==> src/link_window_admission_unit_macros.svh <==
// Assertion macros shared by the link window admission unit.
`ifndef LINK_WINDOW_ADMISSION_UNIT_MACROS_SVH
`define LINK_WINDOW_ADMISSION_UNIT_MACROS_SVH

// Same-cycle implication, disabled while reset is asserted.
`define LWA_ASSERT_SAME(lbl, ante, cons, msg) \
    lbl: assert property (@(posedge i_clk) disable iff (!i_rst_n) (ante) |-> cons) \
        else $error(msg);

// Next-cycle implication, disabled while reset is asserted.
`define LWA_ASSERT_NEXT(lbl, ante, cons, msg) \
    lbl: assert property (@(posedge i_clk) disable iff (!i_rst_n) (ante) |=> cons) \
        else $error(msg);

`endif

==> src/lwa_pkg.sv <==
// Constants and codes for the link window admission unit.
package lwa_pkg;

    localparam int NUM_PAIRS_DEF = 64;
    localparam int PSN_BITS_DEF  = 24;

    localparam int MODE_W    = 2;
    localparam int QP_W      = 6;
    localparam int WIN_W     = 16;
    localparam int CNT_W     = 32;
    localparam int IN_PSN_W  = 24;
    localparam int OUT_PSN_W = 24;
    localparam int APB_DW    = 32;
    localparam int APB_AW    = 3;

    localparam logic [MODE_W-1:0] MODE_ADMIT = 2'd0;
    localparam logic [MODE_W-1:0] MODE_SYNC  = 2'd1;
    localparam logic [MODE_W-1:0] MODE_RESET = 2'd2;

    // Register index as seen in the word address bits of paddr.
    localparam logic [APB_AW-3:0] REG_WINDOW = '0;

endpackage

==> src/link_window_admission_unit.sv <==
// Credit-window admission for one link shared by many queue pairs.
//
// Requests enter on start with mode, qp_index, is_reliable, qp_dead, req_psn
// and comp_psn; busy is always low, so a request is taken in every cycle that
// start is high. Each request gives exactly one result, shown for a single
// cycle with o_valid high: o_admitted, o_kick, o_unacked_count, o_pair_charge.
// A request is registered into the update stage and its result into the
// result registers, and one request per cycle is sustained. The read step
// reads the per-pair charge table through its registered read port; the
// update step then updates the link count, the waiters flag and the table
// entry. Back-to-back requests to the same pair are forwarded around the
// table. The receiver cannot stall; results are not held.
// The window register is written through the APB port at byte address 0 and
// should only change while no request is in flight. A synchronous reset clears
// the link count, the waiters flag, the window and the valid bit of every
// table entry, so every pair charge reads as zero afterwards; no clearing
// pass is needed and requests are taken as soon as reset is released.
module link_window_admission_unit #(
    parameter int NUM_PAIRS = lwa_pkg::NUM_PAIRS_DEF,
    parameter int PSN_BITS  = lwa_pkg::PSN_BITS_DEF
) (
    input  logic                           i_clk,
    input  logic                           i_rst_n,
    input  logic                           psel,
    input  logic                           penable,
    input  logic                           pwrite,
    input  logic [lwa_pkg::APB_AW-1:0]     paddr,
    input  logic [lwa_pkg::APB_DW-1:0]     pwdata,
    output logic [lwa_pkg::APB_DW-1:0]     prdata,
    output logic                           pready,
    input  logic                           start,
    output logic                           busy,
    input  logic [lwa_pkg::MODE_W-1:0]     i_mode,
    input  logic [lwa_pkg::QP_W-1:0]       i_qp_index,
    input  logic                           i_is_reliable,
    input  logic                           i_qp_dead,
    input  logic [lwa_pkg::IN_PSN_W-1:0]   i_req_psn,
    input  logic [lwa_pkg::IN_PSN_W-1:0]   i_comp_psn,
    output logic                           o_valid,
    output logic                           o_admitted,
    output logic                           o_kick,
    output logic [lwa_pkg::CNT_W-1:0]      o_unacked_count,
    output logic [lwa_pkg::OUT_PSN_W-1:0]  o_pair_charge
);

`include "link_window_admission_unit_macros.svh"

    localparam int IDX_W = (NUM_PAIRS > 1) ? $clog2(NUM_PAIRS) : 1;
    localparam logic [PSN_BITS-1:0] CHARGE_MAX = '1;

    // Configuration.
    logic [lwa_pkg::WIN_W-1:0] r_window;
    logic                      cfg_wr;
    logic                      reg_sel;

    // Request acceptance and table read.
    logic             accept;
    logic             in_range;
    logic [IDX_W-1:0] rd_addr;

    // Charge table with one valid bit per entry.
    logic [PSN_BITS-1:0] r_mem [NUM_PAIRS];
    logic [NUM_PAIRS-1:0] r_ok_bits;
    logic [PSN_BITS-1:0] r_rd_data;
    logic                r_rd_ok;
    logic                r_byp;
    logic [PSN_BITS-1:0] r_byp_data;

    // Update stage registers.
    logic                         r_s1_vld;
    logic [lwa_pkg::MODE_W-1:0]   r_s1_mode;
    logic [IDX_W-1:0]             r_s1_addr;
    logic                         r_s1_inrange;
    logic                         r_s1_rel;
    logic                         r_s1_dead;
    logic [lwa_pkg::IN_PSN_W-1:0] r_s1_req;
    logic [lwa_pkg::IN_PSN_W-1:0] r_s1_comp;

    // Link state.
    logic [lwa_pkg::CNT_W-1:0] r_unacked;
    logic                      r_waiters;

    // Update stage logic.
    logic [PSN_BITS-1:0]       cur_charge;
    logic [lwa_pkg::WIN_W-1:0] eff_win;
    logic [PSN_BITS-1:0]       target;
    logic [lwa_pkg::CNT_W-1:0] release_amt;
    logic [lwa_pkg::CNT_W-1:0] topup_amt;
    logic [lwa_pkg::CNT_W-1:0] cnt_rel;
    logic [lwa_pkg::CNT_W:0]   topup_sum;
    logic [lwa_pkg::CNT_W-1:0] cnt_top;
    logic [lwa_pkg::CNT_W-1:0] n_unacked;
    logic                      n_waiters;
    logic [PSN_BITS-1:0]       n_charge;
    logic                      wr_en;
    logic                      n_admitted;
    logic                      n_kick;

    // Result registers.
    logic                          r_done;
    logic                          r_admitted;
    logic                          r_kick;
    logic [lwa_pkg::CNT_W-1:0]     r_count_out;
    logic [lwa_pkg::OUT_PSN_W-1:0] r_charge_out;

    assign pready  = 1'b1;
    assign busy    = 1'b0;
    assign reg_sel = (paddr[lwa_pkg::APB_AW-1:2] == lwa_pkg::REG_WINDOW);
    assign cfg_wr  = psel && penable && pwrite && pready;
    assign prdata  = reg_sel ? lwa_pkg::APB_DW'(r_window) : '0;

    assign accept   = start && !busy;
    assign in_range = (32'(i_qp_index) < 32'(NUM_PAIRS));
    assign rd_addr  = IDX_W'(i_qp_index);

    always_ff @(posedge i_clk) begin
        if (!i_rst_n) begin
            r_window <= '0;
        end else if (cfg_wr && reg_sel) begin
            r_window <= pwdata[lwa_pkg::WIN_W-1:0];
        end
    end

    always_ff @(posedge i_clk) begin
        if (wr_en) begin
            r_mem[r_s1_addr] <= n_charge;
        end
    end

    // Registered table read; a write to the same entry in this cycle wins.
    always_ff @(posedge i_clk) begin
        if (accept && in_range) begin
            r_rd_data  <= r_mem[rd_addr];
            r_rd_ok    <= r_ok_bits[rd_addr];
            r_byp      <= wr_en && (r_s1_addr == rd_addr);
            r_byp_data <= n_charge;
        end
    end

    always_ff @(posedge i_clk) begin
        if (accept) begin
            r_s1_mode    <= i_mode;
            r_s1_addr    <= rd_addr;
            r_s1_inrange <= in_range;
            r_s1_rel     <= i_is_reliable;
            r_s1_dead    <= i_qp_dead;
            r_s1_req     <= i_req_psn;
            r_s1_comp    <= i_comp_psn;
        end
    end

    assign cur_charge = r_byp ? r_byp_data : (r_rd_ok ? r_rd_data : '0);
    assign eff_win    = (r_window == '0) ? lwa_pkg::WIN_W'(1) : r_window;
    assign target     = r_s1_dead ? '0
                                  : (PSN_BITS'(r_s1_req) - PSN_BITS'(r_s1_comp));

    assign release_amt = lwa_pkg::CNT_W'(cur_charge - target);
    assign topup_amt   = lwa_pkg::CNT_W'(target - cur_charge);
    assign cnt_rel     = (release_amt < r_unacked) ? (r_unacked - release_amt) : '0;
    assign topup_sum   = {1'b0, r_unacked} + {1'b0, topup_amt};
    assign cnt_top     = topup_sum[lwa_pkg::CNT_W] ? '1 : topup_sum[lwa_pkg::CNT_W-1:0];

    always_comb begin
        n_unacked  = r_unacked;
        n_waiters  = r_waiters;
        n_charge   = cur_charge;
        wr_en      = 1'b0;
        n_admitted = 1'b0;
        n_kick     = 1'b0;
        if (r_s1_vld) begin
            case (r_s1_mode)
                lwa_pkg::MODE_RESET: begin
                    n_unacked = '0;
                    n_waiters = 1'b0;
                end
                lwa_pkg::MODE_ADMIT: begin
                    if (r_s1_inrange) begin
                        if (r_unacked >= lwa_pkg::CNT_W'(eff_win)) begin
                            n_waiters = 1'b1;
                        end else begin
                            n_unacked  = r_unacked + 1'b1;
                            n_admitted = 1'b1;
                            wr_en      = 1'b1;
                            if (cur_charge != CHARGE_MAX) begin
                                n_charge = cur_charge + 1'b1;
                            end
                        end
                    end
                end
                lwa_pkg::MODE_SYNC: begin
                    if (r_s1_inrange && r_s1_rel) begin
                        if (cur_charge > target) begin
                            n_unacked = cnt_rel;
                            n_charge  = target;
                            wr_en     = 1'b1;
                            // The release reopened the window for parked pairs.
                            if (r_waiters && (cnt_rel < lwa_pkg::CNT_W'(eff_win))) begin
                                n_waiters = 1'b0;
                                n_kick    = 1'b1;
                            end
                        end else if (cur_charge < target) begin
                            n_unacked = cnt_top;
                            n_charge  = target;
                            wr_en     = 1'b1;
                        end
                    end
                end
                default: begin
                end
            endcase
        end
    end

    always_ff @(posedge i_clk) begin
        if (!i_rst_n) begin
            r_s1_vld  <= 1'b0;
            r_done    <= 1'b0;
            r_unacked <= '0;
            r_waiters <= 1'b0;
            r_ok_bits <= '0;
        end else begin
            r_s1_vld  <= accept;
            r_done    <= r_s1_vld;
            r_unacked <= n_unacked;
            r_waiters <= n_waiters;
            if (wr_en) begin
                r_ok_bits[r_s1_addr] <= 1'b1;
            end
        end
    end

    always_ff @(posedge i_clk) begin
        if (r_s1_vld) begin
            r_admitted   <= n_admitted;
            r_kick       <= n_kick;
            r_count_out  <= n_unacked;
            r_charge_out <= r_s1_inrange ? lwa_pkg::OUT_PSN_W'(n_charge) : '0;
        end
    end

    assign o_valid         = r_done;
    assign o_admitted      = r_admitted;
    assign o_kick          = r_kick;
    assign o_unacked_count = r_count_out;
    assign o_pair_charge   = r_charge_out;

    `LWA_ASSERT_SAME(a_result_latency, accept, ##2 o_valid, "result missing two cycles after request")
    `LWA_ASSERT_SAME(a_admit_counts, o_valid && o_admitted, (o_unacked_count != '0), "admit left count at zero")
    `LWA_ASSERT_SAME(a_kick_clears, o_valid && o_kick, !r_waiters, "kick with waiters still set")
    `LWA_ASSERT_SAME(a_grant_xor_kick, o_valid, !(o_admitted && o_kick), "admit and kick in one result")
    `LWA_ASSERT_NEXT(a_reset_clears, r_s1_vld && (r_s1_mode == lwa_pkg::MODE_RESET), (r_unacked == '0) && !r_waiters, "session reset did not clear link state")

endmodule
==> config.mk <==
export PLATFORM = sky130hd
export DESIGN_NAME = link_window_admission_unit
export DESIGN_NICKNAME = d
export VERILOG_FILES = /design/src/lwa_pkg.sv /design/src/link_window_admission_unit.sv
export VERILOG_INCLUDE_DIRS = /design/src /design/src/src
export SDC_FILE = /design/constraint.sdc
export NUM_CORES = 2
export LEC_CHECK = 0
export ABC_CLOCK_PERIOD_IN_PS = 11850
export BUFFER_PORTS_ARGS = -buffer_cell sky130_fd_sc_hd__buf_2
export CAP_MARGIN = 20
export CORE_MARGIN = 5
export CORE_UTILIZATION = 40
export DETAILED_ROUTE_END_ITERATION = 16
export HOLD_SLACK_MARGIN = 0.06
export PLACE_DENSITY = 0.64
export SLEW_MARGIN = 20
export SYNTH_ARGS = -nofsm -noshare
export SYNTH_HDL_FRONTEND = slang
export SYNTH_SLANG_ARGS = --single-unit
==> constraint.sdc <==
create_clock -name i_clk -period 11.85 [get_ports i_clk]
set_clock_uncertainty 0.05 [all_clocks]
set_input_delay 2.37 -clock i_clk [delete_from_list [all_inputs] [get_ports i_clk]]
set_output_delay 2.37 -clock i_clk [all_outputs]
set_load 0.05 [all_outputs]
# Word-level counts from Yosys, hierarchy flattened
# Memories as Yosys holds them, arrays and structs flattened. A register that Yosys moved wholly into a read port is not among the register bits.
# Index checks and enable logic that the tools add are counted.
[word_totals]
register_bits = 257
word_cells = 94
memories = 1
inputBits = 99
ram_bits = 1536
output_inout_bits = 93
[op_classes]
bitwise = 2
addsub = 7
n_reduce_logical = 11
eq_ne = 8
n_mux = 38
n_lt_le_gt_ge = 8
[memory_table]
columns = ["name", "depth", "width", "rd", "rd_ports_with_merged_regs", "wr", "line", "text"]
rows = [
  ["r_mem", 64, 24, 1, 1, 1, "link_window_admission_unit.sv:62", "logic [PSN_BITS-1:0] r_mem [NUM_PAIRS];"],
]
[op_table]
columns = ["cell", "n"]
rows = [
  ["$mux 32", 7],
  ["$mux 24", 9],
  ["$pmux 32 s3", 1],
  ["$or 64x64->64", 1],
  ["$sub 24x24->25", 2],
  ["$pmux 24 s2", 1],
  ["$add 32x32->33", 1],
  ["$add 32x1->32 const B", 1],
  ["$ge 32x16->1", 1],
  ["$lt 32x16->1", 1],
  ["$lt 32x32->1", 1],
  ["$mux 16", 2],
  ["$sub 32x32->32", 1],
  ["$add 24x1->24 const B", 1],
  ["$gt 24x24->1", 1],
  ["$lt 24x24->1", 1],
  ["$ne 24x24->1 const B", 1],
  ["$sub 24x24->24", 1],
  ["$logic_not 16->1", 1],
  ["$lt 6x7->1 const B", 2],
  ["$mux 1", 14],
  ["$ne 2x2->1 const B", 4],
  ["$bmux 1 s6", 1],
  ["$demux 1 s6", 1],
  ["12 further kinds", 17],
]

# Longest topological paths before layout
[depth]
ltp_word = 11
ltp_mapped = 43
ltp_nobuf = 40

# Least setup slack after synthesis
# OpenSTA, ideal clock, no wires.
[synth_timing]
kind = "register to register"
start = "register r_s1_req[6] (netlist name)"
end = "register r_charge_out, in the netlist o_pair_charge[13], data pin"
path_buffers = 3
arrival_time_ns = 7.383
t_required_ns = 11.043
setup_slack_ns = 3.659
period_less_slack_ns = 8.191
setup_time_ns = 0.757
stages_incl_launch_ff = 24
cell_sequence = "edfxtp_1 ha_1 buf_6 a21o_1 a31o_1 a311o_1 or2_4 a31oi_1 o21ai_0 nor2_1 xnor2_1 nand2_1 ha_1 clkbuf_1 and3_1 and3_1 and4b_1 nand2_1 nor4_2 o21ai_1 o21ai_0 buf_2 o31ai_1 a221oi_1"
[synth_between]
elab_chain_len = 8
elab_cells_between_ends = 9
cone_classes = "add/sub: 1; order compare: 2; mux: 6"
[synth_lines]
columns = ["item", "line", "text"]
rows = [
  ["start, declared", "link_window_admission_unit.sv:76", "logic [lwa_pkg::IN_PSN_W-1:0] r_s1_req;"],
  ["start signal, assigned", "link_window_admission_unit.sv:147", "r_s1_req <= i_req_psn;"],
  ["$sub 24x24->24 *", "link_window_admission_unit.sv:155", ": (PSN_BITS'(r_s1_req) - PSN_BITS'(r_s1_comp));"],
  ["$mux 24 *", "link_window_admission_unit.sv:154", "assign target = r_s1_dead ? '0"],
  ["$lt 24x24->1", "link_window_admission_unit.sv:201", "end else if (cur_charge < target) begin"],
  ["$mux 24", "link_window_admission_unit.sv:201", ""],
  ["$mux 24 *", "link_window_admission_unit.sv:192", "if (cur_charge > target) begin"],
  ["$mux 24 *", "link_window_admission_unit.sv:191", "if (r_s1_inrange && r_s1_rel) begin"],
  ["$pmux 24 s2 *", "link_window_admission_unit.sv:171", "case (r_s1_mode)"],
  ["$mux 24 *", "link_window_admission_unit.sv:170", "if (r_s1_vld) begin"],
  ["named net n_charge[13]", "link_window_admission_unit.sv:94", "logic [PSN_BITS-1:0] n_charge;"],
  ["end signal, assigned", "link_window_admission_unit.sv:237", "r_charge_out <= r_s1_inrange ? lwa_pkg::OUT_PSN_W'(n_charge) : '0;"],
  ["end, declared", "link_window_admission_unit.sv:104", "logic [lwa_pkg::OUT_PSN_W-1:0] r_charge_out;"],
]
# Mark *: on every way through the listed nets, which the timed path passes. The rest lies on a longest branch.
# A chain may end at the register's enable or synchronous reset.

# Worst setup path in the final report
[layout_timing]
start = "register r_s1_req[0] (netlist name)"
end = "register r_kick (netlist: o_kick), data pin"
[layout_between]
elab_chain_len = 8
elab_cells_between_ends = 11
cone_classes = "add/sub: 3; order compare: 3; mux: 3; reduce/logical: 2"
[layout_lines]
columns = ["item", "line", "text"]
rows = [
  ["$sub 24x24->24 *", "link_window_admission_unit.sv:155", ""],
  ["$mux 24 *", "link_window_admission_unit.sv:154", ""],
  ["$sub 24x24->25", "link_window_admission_unit.sv:157", "assign release_amt = lwa_pkg::CNT_W'(cur_charge - target);"],
  ["$sub 32x32->32 or $lt 32x32->1 (tied branches)", "link_window_admission_unit.sv:159", "assign cnt_rel = (release_amt < r_unacked) ? (r_unacked - release_amt) : '0;"],
  ["$mux 32", "link_window_admission_unit.sv:159", ""],
  ["$lt 32x16->1", "link_window_admission_unit.sv:197", "if (r_waiters && (cnt_rel < lwa_pkg::CNT_W'(eff_win))) begin"],
  ["$logic_and 1x1->1", "link_window_admission_unit.sv:197", ""],
  ["$mux 1", "link_window_admission_unit.sv:197", ""],
  ["end signal, assigned", "link_window_admission_unit.sv:235", "r_kick <= n_kick;"],
  ["end, declared", "link_window_admission_unit.sv:102", "logic r_kick;"],
]
# Every way passes the cells marked *; elsewhere a longest branch is shown, timed or not.

==> run metrics <==
Slew Limit Fails=0; Fmax=99.0 MHz; I/O pin cnt=192; biggest area consumer among synthesized cells=edfxtp_1; WHS Endpoint=r_ok_bits[61]; Initial Util=40.1%; hold wc startpoint=r_ok_bits[61]; run status=finished, final reports clean; Worst setup SP type=flip-flop; largest net degree at the start of global routing=124; Routed WL=215 mm; Iter 0 DRT Violations=4934; CTS buffer count=178; CP Data Arrival Time=10.55 ns; Post-CTS Hold Buffers=0; synth warn=0; GR Overflow Total=0; CP endpoint kind=flip-flop; dpl hpwl=130 mm; R2R Setup Slk=1.75 ns; IO buf count=155; ys async rst share=0%; nets@finish=5045; WL/cell=28.3 µm; Worst Setup Path Type=reg2reg; Synth top cells by count=1702 x edfxtp_1, 525 x mux4_2, 260 x nand2_1, 228 x nor2_1, 176 x o21ai_0; Initial DRT Pass Iterations=6; Vias/cell=5.82; initial antenna violation count=16; Post-synth EDFFs=1702; insertion delay to the later sink of the worst-skew pair=0.81 ns; Synth top area share=64.9%; ys flop type=edfxtp_1; GPL Wtd Cong=0.921; die height=454 µm; slowest CP cell=nor4_1; RR Endpoint=o_kick; Seq/Total Area, Yosys=67.8%; RR Startpoint=r_s1_req[0]; worst slack, placed=2.07 ns; Final ANT Viol Nets=0; max_cap viols=0; Root Buffer=clkbuf_16; Area contributors post-synth=edfxtp_1 65%, mux4_2 15%, dfxtp_1 2.9%; core area=197000 µm²; buffer count from post-CTS setup fixing=0; full die area=206000 µm²; Tot GR Track Use=20.5%; FP Rows=163; count leader, synth=edfxtp_1; synthesized area per cell=17.3 µm²; Worst Slack Setup Final=1.75 ns; Die W=454 µm; Post-CTS Resized=0; crit-path max FO=14; worst slew pin tran=1.11 ns; Synth Register Bits=1817; Via Count=44100; TritonCTS clock tree=done; pwr dens=169 nW/µm²; relative slew slack=25.8%; clock slew at reported path FFs=0.06 ns; Hold Path Class=reg2reg; first-pass GRT wire length=308 mm; Synth Instances=4562; CP required=12.30 ns; CP peak stage delay=0.67 ns; CTS sink cnt=1817; R2R depth=39; Area Overhead vs Synth=13.2%; Max rail drop VDD=0.141 mV; vias in the first global route=43700; hold path depth=2; layout cells sized above 1=24.2%; area of the mapped netlist=78800 µm²; drt drc=0; min cycle time layout=10.10 ns; Fin. Hold Viols=0; # H-tree levels=4; unrepaired setup endpoints after global routing=no; CTS Buffer Depth=3; leakage power=29.6 nW; Period Utilization, post-route=85.2%; setup violators final=0; Cell variety after synth=98; setup TNS=0 ns
sequential cells by signal, indices dropped and copies added (netlist names), 2 cells and up:
name	cells
r_s1_mode	2
r_rd_data	24
r_s1_addr	6
r_s1_req	24
r_ok_bits	64
o_unacked_count	32
r_unacked	32
r_mem	1536
r_byp_data	24
o_pair_charge	24
r_window	16
r_s1_comp	24
report_power, final:
| group | internal (mW) | switching, mW | total (mW) | leakage, nW |
|---|---|---|---|---|
| combinational | 0.781 | 1.49 | 2.27 | 10.2 |
| sequential | 7.17 | 0.0412 | 7.21 | 16.6 |
| clock | 3.15 | 2.46 | 5.61 | 2.85 |
through the flow:
stage | hold slack (ns) | cell area, µm² | total power [mW] | instances | util [%]
6_report | 0.401 | 89200 | 15.1 | 7573 | 45.4
2_1_floorplan | 0.370 | 78900 | 8.86 | 4578 | -
3_3_place_gp | 0.379 | 83300 | 9.58 | 7231 | 42.4
4_1_cts | 0.400 | 89100 | 15.2 | 7563 | 45.3
5_1_grt | 0.426 | 89200 | 15.6 | 7565 | 45.4
3_5_place_dp | 0.388 | 83300 | 9.60 | 7231 | 42.4
placed cells by master, fill, tap and decap left out, drive strengths merged, types with 17 or more instances in the layout:
cell type  synthesis  layout
edfxtp          1702    1702
mux4             525     525
buf               86     265
nand2            260     260
nor2             228     228
clkbuf           165     226
o21ai            188     188
a21oi            170     170
ha               168     168
inv              123     133
dfxtp            115     115
clkinv             1      81
xnor2             78      78
a21o              69      69
nand3             62      62
xor2              43      43
and2              40      40
nor3              35      35
nand4             30      30
nand2b            29      29
nor2b             28      28
and3              24      24
a31oi             23      23
o21a              22      22
o211ai            21      21
a211oi            21      21
a22oi             20      20
nor4              20      20
o22ai             20      20
o21bai            19      19
conb               2      18
o31ai             17      17
per-layer routing:
metal  part of all wire [%]  vias to the layer above  track usage (%)
li1                       -                    18800                -
met1                     40                    23200             27.1
met2                     50                     1735             35.0
met3                    6.8                      346             3.38
met4                    3.4                        4             6.57
met5                  0.012                        -                0
worst max-delay path, delay by kind of cell, from the launching register on:
| family | cells | cell delay, ns |
|---|---|---|
| XOR/XNOR | 2 | 0.61 |
| AND/OR/NAND/NOR | 18 | 4.30 |
| multiplexers | 1 | 0.15 |
| flip-flops | 1 | 0.32 |
| adder cells (fa/ha/maj) | 5 | 1.72 |
| buffers and inverters | 3 | 0.43 |
| AO/OA/AOI/OAI | 10 | 2.20 |
area by class of cell:
class | count | area (µm²)
Fill cell | 16900 | 107000
Timing Repair Buffer | 266 | 1730
Multi-Input combinational cell | 2386 | 24400
Inverter | 124 | 465
Antenna cell | 8 | 20.0
Tap cell | 2640 | 3300
Clock inverter | 107 | 1100
Clock buffer | 225 | 4710
Sequential cell | 1817 | 53400
kinds of logic (layout without fill, tap and decap cells):
group / Yosys count / in the layout / share of synthesized area (%)
muxes: 544 / 544 / 15.3
buffers and inverters: 375 / 722 / 1.96
adders and majority gates: 173 / 173 / 2.79
xor gates and xnor gates: 121 / 121 / 1.34
DFF: 1817 / 1817 / 67.8
and+or+nand+nor: 816 / 816 / 4.90
other: 2 / 26 / 0.00953
AOI/OAI and AO/OA: 714 / 714 / 5.93
worst max-delay path by stage:
stage,start,cells after the start,end
after global routing,r_s1_req[0],40,o_kick
after CTS,r_s1_req[0],39,o_kick
after global placement,r_s1_req[0],40,o_kick
final,r_s1_req[0],39,o_kick
after detailed placement,r_s1_req[0],39,o_kick
after floorplan,r_s1_req[6],23,o_pair_charge[13]
(Power assumes the default switching activity.)
